==> config.mk <==
export PLATFORM = sky130hd
export DESIGN_NAME = least_loaded_partition_reassign
export DESIGN_NICKNAME = d
export VERILOG_FILES = /design/src/rtl/llpr_pkg.sv /design/src/rtl/least_loaded_partition_reassign.sv /design/src/rtl/llpr_ctrl.sv /design/src/rtl/llpr_datapath.sv
export SDC_FILE = /design/constraint.sdc
export NUM_CORES = 1
export LEC_CHECK = 0
export BUFFER_PORTS_ARGS = -buffer_cell sky130_fd_sc_hd__buf_4
export CAP_MARGIN = 10
export CORE_ASPECT_RATIO = 0.75
export CORE_MARGIN = 3
export CORE_UTILIZATION = 55
export CTS_CLUSTER_DIAMETER = 100
export DETAILED_ROUTE_END_ITERATION = 8
export GPL_ROUTABILITY_DRIVEN = 0
export GPL_TIMING_DRIVEN = 0
export PLACE_DENSITY = 0.71
export SLEW_MARGIN = 10
export SYNTH_ARGS = -nofsm -noshare
export SYNTH_HDL_FRONTEND = slang
export SYNTH_SLANG_ARGS = --single-unit
==> constraint.sdc <==
create_clock -name clk -period 12.1 [get_ports clk]
set_input_delay 1.21 -clock clk [delete_from_list [all_inputs] [get_ports clk]]
set_output_delay 1.21 -clock clk [all_outputs]
set_load 0.02 [all_outputs]
==> src/rtl/llpr_pkg.sv <==
// Shared constants, opcodes, FSM state type and control structs for the
// least-loaded partition reassignment block. No dependencies.
package llpr_pkg;

  localparam int MAX_PARTS = 16;
  localparam int LOAD_BITS = 48;
  localparam int PART_BITS = $clog2(MAX_PARTS);
  localparam int CNT_BITS  = $clog2(MAX_PARTS + 1);
  localparam int VID_BITS  = 32;
  localparam int DEG_BITS  = 20;
  localparam int OP_BITS   = 2;

  // stream payload widths
  localparam int S_DATA_BITS = 56;  // vertex_id, vertex_degree, initial_part
  localparam int M_DATA_BITS = 40;  // result_vertex, assigned_part, zero pad

  localparam logic [OP_BITS-1:0] OP_ACCUMULATE = 2'd0;
  localparam logic [OP_BITS-1:0] OP_ASSIGN     = 2'd1;
  localparam logic [OP_BITS-1:0] OP_CLEAR      = 2'd2;

  localparam logic [CNT_BITS-1:0] ACTIVE_RESET = CNT_BITS'(MAX_PARTS);

  typedef enum logic [3:0] {
    ST_IDLE,
    ST_DECODE,
    ST_LOAD_INIT,
    ST_SCAN,
    ST_SCAN_END,
    ST_MOVE_OLD,
    ST_MOVE_NEW,
    ST_OUT
  } state_t;

  typedef struct packed {
    logic take_item;  // latch the accepted transfer
    logic clear;      // zero all loads
    logic rd_init;    // read load of initial partition
    logic take_init;  // seed min search with that load
    logic scan_rd;    // read load at scan index, advance index
    logic wr_acc;     // init load += degree
    logic wr_old;     // init load -= degree
    logic wr_new;     // best load += degree
    logic out_load;   // push result into output register
  } dp_cmd_t;

  typedef struct packed {
    logic [OP_BITS-1:0] op;
    logic               in_range;
    logic               scan_last;
    logic               moved;
    logic               out_free;
  } dp_status_t;

endpackage

==> src/rtl/least_loaded_partition_reassign.sv <==
// One item at a time: s_tready is high only while idle, so each item runs to
// completion before the next is taken. An assign scans the active partitions
// through the single-read-port load memory, one partition per cycle, before
// its result is loaded.
// Reset (rst, synchronous): loads read as zero, active count 16, no result.
// Depends on llpr_pkg, llpr_ctrl, llpr_datapath.
module least_loaded_partition_reassign import llpr_pkg::*; (
  input  logic                   clk,
  input  logic                   rst,
  // input stream
  input  logic                   s_tvalid,
  output logic                   s_tready,
  input  logic [S_DATA_BITS-1:0] s_tdata,   // vertex_id[31:0], vertex_degree[51:32],
                                            // initial_part[55:52]
  input  logic [OP_BITS-1:0]     s_tuser,   // operation[1:0]
  // result stream
  output logic                   m_tvalid,
  input  logic                   m_tready,
  output logic [M_DATA_BITS-1:0] m_tdata,   // result_vertex[31:0], assigned_part[35:32],
                                            // zero[39:36]
  output logic [0:0]             m_tuser,   // part_error[0]
  // active_partitions register
  input  logic                   cfg_we,
  input  logic [CNT_BITS-1:0]    cfg_data
);

  // Controller walks each item through decode and, as its operation needs,
  // load read, scan and move; datapath owns all storage and arithmetic.
  dp_cmd_t    cmd;
  dp_status_t status;

  llpr_ctrl u_ctrl (
    .clk      (clk),
    .rst      (rst),
    .s_tvalid (s_tvalid),
    .s_tready (s_tready),
    .status   (status),
    .cmd      (cmd)
  );

  // Load memory is 16 x 48 with per-entry valid bits; a clear transfer
  // drops all valid bits at once. The output register lets the next
  // transfer be taken while a result still waits on m_tready.
  llpr_datapath u_dp (
    .clk      (clk),
    .rst      (rst),
    .cmd      (cmd),
    .status   (status),
    .s_tdata  (s_tdata),
    .s_tuser  (s_tuser),
    .cfg_we   (cfg_we),
    .cfg_data (cfg_data),
    .m_tvalid (m_tvalid),
    .m_tready (m_tready),
    .m_tdata  (m_tdata),
    .m_tuser  (m_tuser)
  );

endmodule

==> src/rtl/llpr_ctrl.sv <==
// Controller FSM: sequences decode, load read, partition scan, load move
// and result hand-off. Depends on llpr_pkg.
module llpr_ctrl import llpr_pkg::*; (
  input  logic       clk,
  input  logic       rst,
  input  logic       s_tvalid,
  output logic       s_tready,
  input  dp_status_t status,
  output dp_cmd_t    cmd
);

  state_t state, state_next;

  always_ff @(posedge clk) begin
    if (rst) begin
      state <= ST_IDLE;
    end else begin
      state <= state_next;
    end
  end

  always_comb begin
    state_next = state;
    cmd        = '0;
    s_tready   = 1'b0;
    unique case (state)
      ST_IDLE: begin
        s_tready = 1'b1;
        if (s_tvalid) begin
          cmd.take_item = 1'b1;
          state_next    = ST_DECODE;
        end
      end
      ST_DECODE: begin
        case (status.op)
          OP_CLEAR: begin
            cmd.clear  = 1'b1;
            state_next = ST_IDLE;
          end
          OP_ACCUMULATE: begin
            if (status.in_range) begin
              cmd.rd_init = 1'b1;
              state_next  = ST_LOAD_INIT;
            end else begin
              state_next = ST_IDLE;
            end
          end
          OP_ASSIGN: begin
            if (status.in_range) begin
              cmd.rd_init = 1'b1;
              state_next  = ST_LOAD_INIT;
            end else begin
              state_next = ST_OUT;
            end
          end
          default: state_next = ST_IDLE;
        endcase
      end
      ST_LOAD_INIT: begin
        cmd.take_init = 1'b1;
        if (status.op == OP_ACCUMULATE) begin
          cmd.wr_acc = 1'b1;
          state_next = ST_IDLE;
        end else begin
          state_next = ST_SCAN;
        end
      end
      ST_SCAN: begin
        cmd.scan_rd = 1'b1;
        if (status.scan_last) begin
          state_next = ST_SCAN_END;
        end
      end
      ST_SCAN_END: begin
        state_next = ST_MOVE_OLD;
      end
      ST_MOVE_OLD: begin
        if (status.moved) begin
          cmd.wr_old = 1'b1;
          state_next = ST_MOVE_NEW;
        end else begin
          state_next = ST_OUT;
        end
      end
      ST_MOVE_NEW: begin
        cmd.wr_new = 1'b1;
        state_next = ST_OUT;
      end
      ST_OUT: begin
        if (status.out_free) begin
          cmd.out_load = 1'b1;
          state_next   = ST_IDLE;
        end
      end
      default: state_next = ST_IDLE;
    endcase
  end

endmodule

==> src/rtl/llpr_datapath.sv <==
// Datapath: item registers, load memory with valid bits, min-load compare,
// saturating update and output register. Depends on llpr_pkg.
module llpr_datapath import llpr_pkg::*; (
  input  logic                   clk,
  input  logic                   rst,
  input  dp_cmd_t                cmd,
  output dp_status_t             status,
  input  logic [S_DATA_BITS-1:0] s_tdata,
  input  logic [OP_BITS-1:0]     s_tuser,
  input  logic                   cfg_we,
  input  logic [CNT_BITS-1:0]    cfg_data,
  output logic                   m_tvalid,
  input  logic                   m_tready,
  output logic [M_DATA_BITS-1:0] m_tdata,
  output logic [0:0]             m_tuser
);

  localparam logic [LOAD_BITS-1:0] LOAD_MAX = '1;

  // item registers
  logic [OP_BITS-1:0]   op;
  logic [VID_BITS-1:0]  vid;
  logic [DEG_BITS-1:0]  deg;
  logic [PART_BITS-1:0] init;
  logic [CNT_BITS-1:0]  active;

  // search registers
  logic [LOAD_BITS-1:0] min_load;
  logic [LOAD_BITS-1:0] init_load;
  logic [PART_BITS-1:0] best;
  logic [PART_BITS-1:0] scan_idx;
  logic [PART_BITS-1:0] rd_idx;
  logic                 scan_vld;

  // load memory
  logic [LOAD_BITS-1:0] mem [MAX_PARTS];
  logic [MAX_PARTS-1:0] valid;
  logic [LOAD_BITS-1:0] rd_raw;
  logic                 rd_valid;
  logic [LOAD_BITS-1:0] rdata;
  logic [PART_BITS-1:0] rd_addr;
  logic                 rd_en;
  logic                 wr_en;
  logic [PART_BITS-1:0] wr_addr;
  logic [LOAD_BITS-1:0] wr_data;

  logic [CNT_BITS-1:0]  eff_count;
  logic                 in_range;

  function automatic logic [LOAD_BITS-1:0] sat_add(input logic [LOAD_BITS-1:0] a,
                                                   input logic [DEG_BITS-1:0]  d);
    logic [LOAD_BITS:0] s;
    s = {1'b0, a} + (LOAD_BITS+1)'(d);
    return s[LOAD_BITS] ? LOAD_MAX : s[LOAD_BITS-1:0];
  endfunction

  function automatic logic [LOAD_BITS-1:0] floor_sub(input logic [LOAD_BITS-1:0] a,
                                                     input logic [DEG_BITS-1:0]  d);
    logic [LOAD_BITS-1:0] dw;
    dw = LOAD_BITS'(d);
    return (dw > a) ? '0 : a - dw;
  endfunction

  // register values above MAX_PARTS act as MAX_PARTS
  assign eff_count = (active > CNT_BITS'(MAX_PARTS)) ? CNT_BITS'(MAX_PARTS) : active;
  assign in_range  = {1'b0, init} < eff_count;

  always_ff @(posedge clk) begin
    if (rst) begin
      active <= ACTIVE_RESET;
    end else if (cfg_we) begin
      active <= cfg_data;
    end
  end

  always_ff @(posedge clk) begin
    if (cmd.take_item) begin
      op   <= s_tuser;
      vid  <= s_tdata[VID_BITS-1:0];
      deg  <= s_tdata[VID_BITS+DEG_BITS-1:VID_BITS];
      init <= s_tdata[VID_BITS+DEG_BITS+PART_BITS-1:VID_BITS+DEG_BITS];
      best <= s_tdata[VID_BITS+DEG_BITS+PART_BITS-1:VID_BITS+DEG_BITS];
    end else if (cmd.take_init) begin
      best <= init;
    end else if (scan_vld && (rdata < min_load)) begin
      best <= rd_idx;
    end
    if (cmd.take_init) begin
      min_load  <= rdata;
      init_load <= rdata;
    end else if (scan_vld && (rdata < min_load)) begin
      min_load <= rdata;
    end
    if (cmd.take_init) begin
      scan_idx <= '0;
    end else if (cmd.scan_rd) begin
      scan_idx <= scan_idx + 1'b1;
    end
    rd_idx <= scan_idx;
  end

  always_ff @(posedge clk) begin
    if (rst) begin
      scan_vld <= 1'b0;
    end else begin
      scan_vld <= cmd.scan_rd;
    end
  end

  // memory ports
  assign rd_en   = cmd.rd_init | cmd.scan_rd;
  assign rd_addr = cmd.scan_rd ? scan_idx : init;
  assign wr_en   = cmd.wr_acc | cmd.wr_old | cmd.wr_new;
  assign wr_addr = cmd.wr_new ? best : init;

  always_comb begin
    if (cmd.wr_acc) begin
      wr_data = sat_add(rdata, deg);
    end else if (cmd.wr_old) begin
      wr_data = floor_sub(init_load, deg);
    end else begin
      wr_data = sat_add(min_load, deg);
    end
  end

  always_ff @(posedge clk) begin
    if (wr_en) begin
      mem[wr_addr] <= wr_data;
    end
    if (rd_en) begin
      rd_raw   <= mem[rd_addr];
      rd_valid <= valid[rd_addr];
    end
  end

  always_ff @(posedge clk) begin
    if (rst || cmd.clear) begin
      valid <= '0;
    end else if (wr_en) begin
      valid[wr_addr] <= 1'b1;
    end
  end

  // never-written entries read as zero
  assign rdata = rd_valid ? rd_raw : '0;

  // output register
  always_ff @(posedge clk) begin
    if (rst) begin
      m_tvalid <= 1'b0;
    end else if (cmd.out_load) begin
      m_tvalid <= 1'b1;
    end else if (m_tready) begin
      m_tvalid <= 1'b0;
    end
  end

  always_ff @(posedge clk) begin
    if (cmd.out_load) begin
      m_tdata <= {(M_DATA_BITS-VID_BITS-PART_BITS)'(0), best, vid};
      m_tuser <= ~in_range;
    end
  end

  assign status.op        = op;
  assign status.in_range  = in_range;
  assign status.scan_last = ({1'b0, scan_idx} == (eff_count - 1'b1));
  assign status.moved     = (best != init);
  assign status.out_free  = ~m_tvalid | m_tready;

endmodule

# Yosys cells after proc, flatten, opt, wreduce, memory -nomap -nowiden
# Memory sizes are Yosys's and may differ from the RTL's. A register that Yosys moved wholly into a read port is not among the register bits.
# Cells that the tools add are included.
totals:
  reg_bits: 231
  latch_bits: 0
  ramBits: 768
  romBits: 0
  input_bits: 68
  out_inout_bits: 43
  word_cells: 108
  mem_count: 1
mem_list:
  columns: ["name", "depth", "word_bits", "read_ports", "rd_clocked_by_memory_dff", "write_ports", "line", "rtl"]
  rows:
  - ["u_dp.mem", 16, 48, 1, 1, 1, "llpr_datapath.sv:36", "logic [LOAD_BITS-1:0] mem [MAX_PARTS];"]
op_classes:
  add_sub_neg: 5
  multipliers: 0
  n_div: 0
  magnitude_cmp: 7
  n_eq_ne: 14
  n_shift: 0
  muxes: 47
  n_bitwise: 7
  n_reduce_logical: 10
op_table:
  columns: ["op", "n"]
  rows:
  - ["$mux 48", 8]
  - ["$add 48x20->49", 2]
  - ["$gt 20x48->1", 1]
  - ["$lt 48x48->1", 1]
  - ["$sub 48x20->48", 1]
  - ["$mux 4", 8]
  - ["$pmux 4 s8", 1]
  - ["$mux 1", 22]
  - ["$eq 4x3->1 const B", 4]
  - ["$or 16x16->16", 1]
  - ["$lt 4x5->1 const B", 2]
  - ["$eq 4x2->1 const B", 2]
  - ["$pmux 4 s2", 1]
  - ["$mux 2", 3]
  - ["$ne 2x2->1 const B", 3]
  - ["$eq 4x5->1", 1]
  - ["$gt 5x5->1 const B", 1]
  - ["$lt 4x5->1", 1]
  - ["$mux 5", 1]
  - ["$sub 5x1->5 const B", 1]
  - ["$add 4x1->4 const B", 1]
  - ["$bmux 1 s4", 1]
  - ["$demux 1 s4", 1]
  - ["$eq 4x1->1 const B", 1]
  - ["15 further kinds", 21]

# Logic depth before layout (Yosys ltp)
depth:
  word_depth: 8
  depth_mapped: 17
  depth_no_buf: 12

# Cells and area by module
# A second synthesis with hierarchy kept.
hier_totals:
  hier_cells: 2926
  area_unflattened_um2: 46089.2
by_module_without_submodules:
  columns: ["mod", "n_inst", "cells_each", "area_each_um2", "seq_area_each_um2"]
  rows:
  - ["llpr_datapath", 1, 2888, 45762.6, 31009.7]
  - ["llpr_ctrl", 1, 38, 326.6, 60.1]

# Worst setup path after synthesis
# Ideal clock, no wire load.
synth_timing:
  path_kind: "register to register"
  from: "register u_ctrl.state[2]"
  to: "register u_dp.min_load[0] (enable)"
  setup_time_ps: 454
  t_arrival_ps: 5395
  required_time_ps: 11646
  setup_slack_ps: 6252
  path_stages_with_launch: 5
  path_buffers: 0
  period_less_slack_ps: 5848
  cell_sequence: "dfxtp_1 > nand2b_1 > nor2_1 > o22ai_1 > nor2_1"
synth_between:
  elab_chain_len: 3
synth_lines:
  columns: ["element", "line", "rtl"]
  rows:
  - ["start, declared", "llpr_ctrl.sv:12", "state_t state, state_next;"]
  - ["start signal, assigned", "llpr_ctrl.sv:18", "state <= state_next;"]
  - ["$eq 4x2->1", "llpr_ctrl.sv:26", "unique case (state)"]
  - ["$mux 1", "llpr_ctrl.sv:26", null]
  - ["$reduce_bool 2->1 (no line)", null, null]
  - ["end signal, assigned", "llpr_datapath.sv:89", "min_load <= rdata;"]
  - ["end signal, assigned", "llpr_datapath.sv:92", "min_load <= rdata;"]
  - ["end, declared", "llpr_datapath.sv:28", "logic [LOAD_BITS-1:0] min_load;"]
# Every way passes these cells.
# A chain may end at the register's enable or synchronous reset.

# Worst setup path after layout
layout_timing:
  from: "register u_dp.rd_valid"
  to: "memory u_dp.mem[15][41] (data pin)"
layout_between:
  elab_chain_len: 4
layout_lines:
  columns: ["element", "line", "rtl"]
  rows:
  - ["start, declared", "llpr_datapath.sv:39", "logic rd_valid;"]
  - ["start signal, assigned", "llpr_datapath.sv:132", "rd_valid <= valid[rd_addr];"]
  - ["$mux 48", "llpr_datapath.sv:145", "assign rdata = rd_valid ? rd_raw : '0;"]
  - ["named net u_dp.rdata[0]", "llpr_datapath.sv:40", "logic [LOAD_BITS-1:0] rdata;"]
  - ["$add 48x20->49", "llpr_datapath.sv:53", "s = {1'b0, a} + (LOAD_BITS+1)'(d);"]
  - ["$mux 48", "llpr_datapath.sv:54", "return s[LOAD_BITS] ? LOAD_MAX : s[LOAD_BITS-1:0];"]
  - ["$mux 48", "llpr_datapath.sv:117", "if (cmd.wr_acc) begin"]
  - ["named net u_dp.wr_data[41]", "llpr_datapath.sv:45", "logic [LOAD_BITS-1:0] wr_data;"]
  - ["end, declared", "llpr_datapath.sv:36", null]
# The timed path passes the listed nets, and every way through them passes these cells.

==> run metrics <==
final WL=128.3 mm; remaining global-route overflow=0; routed metal-1 wirelength=51.96 mm; largest net degree at the start of global routing=61; row cnt=91; Final Worst Setup Slack=3.379 ns; post-synth top area share=66.05%; die footprint=87,190 sq um; share of cells above drive strength 1=17.85%; min-delay worst type=reg2reg; Critical Path Most Common Cell=clkbuf_1; main combinational cell family by area after synthesis=multiplexers; DRT Pass-1 Iters=6; Post-Synth Adder-Cell Area=just over 3%; post-synthesis compound-gate area fraction=under 10%; All-Layer GR Usage=just under 30%; simple-gate area share of the yosys netlist=about 6.9%; clock slew at reported path FFs=~0.06 ns; Post-synth top cells=1,012 x edfxtp_1, 217 x nand2_1, 196 x mux4_2; FF+latch count, synth=1,046; placed wire-length estimate=89.32 mm; Avg Cell Area, Syn=15.70 sq um; ys async rst share=0%; Final min period=8.721 ns; Initial DRC Count=about 4,200; CTS Buffer Depth=3; Max Fclk=114.7 MHz; routed wl met2=56.25 mm; Syn Inst Count=2,930; Met3 Wirelength=15.37 mm; CP Capture Type=flop; total power=slightly above 0.01 W; Max transition margin=10.79%; final core occ=63.70%; die width=340.0 um; P&R area growth vs syn=14.29%; VDD IR max=~0.17 mV; crit start category=flop; mux share of post-synthesis cell area=10.06%; crit-path leading delay family=compound AO/OA/AOI/OAI gates; Req. time, crit path=12.40 ns; Synth Area in XOR/XNOR=1.961%; synth top area cells=edfxtp_1 66%, mux4_2 9.6%, ha_1 3.0%; DRC=0; Post-CTS Setup Inserts=0; max layer used=met5; Worst-Margin Slew=between 1 and 1.5 ns; MaxCap Viol Count=0; Avg Vias per Cell=6.646; clock tree from TritonCTS=built; Final #Nets=3,386; CP max FO=16; Clock Skew=around 0.029 ns; clock sink count=1,046; RSZ-0062 raised after global routing=no; fin crit share=approximately 72%; Post-synth EDFFs=1,012; Port Buffers=104; worst path bufs/invs=6; Synth Cell Area=approximately 46,000 sq um; Final Hold Fails=0; Synth cell types=between 70 and 80; max-slew violation count=0; status=completed; # H-tree levels=3; worst-case register-to-register setup slack=~3.4 ns; DP Worst Slack=3.808 ns; Setup Crit Path Kind=reg2reg; Arr. time, crit path=about 9 ns; vias in the first global route=28,281; total number of yosys warnings=0; CP max stage delay=1.14 ns; antenna viol nets, final=0; Resized cells post-CTS=0; initial antenna violation count=6; count leader, synth=edfxtp_1; endpoints failing setup=0; cts bufs inserted=97; Die Height=256.5 um; Post-CTS Hold Buffers=0; CTS root buffer=clkbuf_16; Initial Util=55.73%; Yosys top cell by area=edfxtp_1; Slowest-stage cell, CP=a22oi_1; PD cells=192.7 nW/um^2; Top FF cell, synth=edfxtp_1; routed len/inst=29.16 um; Static Leak=17.61 nW; core area=82,550 sq um; clock latency on the worst-skew pair=0.69 ns; crit path cell chain=buf_2, clkbuf_1, clkbuf_1, clkbuf_1, and2_1, ha_1, inv_1, fa_1, nor2b_1, o311ai_1, nor3_1, o21ai_1, nand4_1, a21oi_1, a21oi_2, clkbuf_1, a22oi_1; Ports=111; register area share after synthesis=67.53%; via count=29,251; Setup TNS Final=0 ns; global-route wire length before repair=187.2 mm
## metal layers
| layer | vias to the layer above | GRT usage, % |
|---|---|---|
| met1 | 14820 | 43.26 |
| met2 | 1957 | 43.08 |
| li1 | 12149 | - |
| met4 | 4 | 9.133 |
| met3 | 321 | 7.289 |
| met5 | - | 0 |
## power breakdown
| part | total [W] | switching, W | internal (W) |
|---|---|---|---|
| Clock | 0.00296 | 0.00135 | 0.00161 |
| Combinational | 0.00249 | 0.00163 | 0.000860 |
| Sequential | 0.00468 | 0.000129 | 0.00455 |
| Total | 0.0101 | 0.00311 | 0.00703 |
## worst reg2reg max path, delay by kind of cell (launching register included)
kind / cells / cell delay [ns]
compound gates: 5 / 3.38
fa+ha+maj: 2 / 0.69
buf+inv: 6 / 2.69
flops: 1 / 0.64
simple gates: 4 / 0.97
## path summary, 6_finish.rpt
kind,depth (start not counted),startpoint,end
hold reg to reg,0,u_dp.scan_idx[2],u_dp.rd_idx[2]
setup / recovery,17,u_dp.rd_valid,u_dp.mem[15][41]
hold / removal,0,u_dp.scan_idx[2],u_dp.rd_idx[2]
setup reg to reg,17,u_dp.rd_valid,u_dp.mem[15][41]
## registers in the layout, indices dropped and copies added, names as in the netlist, 2 cells and up
register and count:
u_dp.init_load 48, u_dp.rd_idx 4, u_dp.deg 20, u_dp.m_tdata 36
u_dp.valid 16, u_dp.active 5, u_dp.scan_idx 4, u_ctrl.state 3
u_dp.vid 32, u_dp.init 4, u_dp.rd_raw 48, u_dp.mem 768
u_dp.best 4, u_dp.min_load 48, u_dp.op 2
## cells by family (layout without fill, tap and decap cells)
| logic type | after synthesis | in the layout |
|---|---|---|
| other | 1 | 6 |
| muxes | 217 | 217 |
| adders and majority gates | 113 | 113 |
| and+or+nand+nor | 635 | 635 |
| buffers and inverters | 247 | 597 |
| AOI/OAI and AO/OA | 568 | 568 |
| xor gates and xnor gates | 103 | 103 |
| DFF | 1046 | 1046 |
## layout by cell type, fill, tap and decap left out, types with 18 or more instances in the layout
master	n
a211oi_1	67
a21o_1	32
a21oi_1	97
a22oi_1	20
a31oi_1	77
and2_1	97
buf_12	32
buf_2	29
buf_4	127
clkbuf_1	125
clkbuf_16	99
clkinv_1	21
dfxtp_1	34
edfxtp_1	1012
ha_1	109
inv_1	107
mux4_2	196
nand2_1	217
nand3_1	39
nor2_1	80
nor2_4	19
nor2b_1	18
nor3_1	41
nor4_1	20
o211ai_1	20
o21a_1	36
o21ai_0	100
xnor2_1	76
xor2_1	27
## metrics by stage
stage          cells  hold slack [ns]  cell area, sq um
2_1_floorplan   2933           0.3290             46020
5_1_grt         4399           0.3618             52580
3_5_place_dp    4207           0.3519             49380
4_1_cts         4383           0.3601             52400
3_3_place_gp    4153           0.3473             48200
6_report        4401           0.3617             52580
## layout make-up
class	instances	area, sq um
Sequential cell	1046	31070
Fill cell	5709	29960
Multi-Input combinational cell	1640	14210
Clock buffer	130	2614
Timing Repair Buffer	174	1886
Tap cell	1116	1396
Buffer	140	595.6
Clock inverter	46	410.4
Inverter	107	401.6
Antenna cell	2	5.005
No activity file was read; power rests on OpenSTA's default activity.
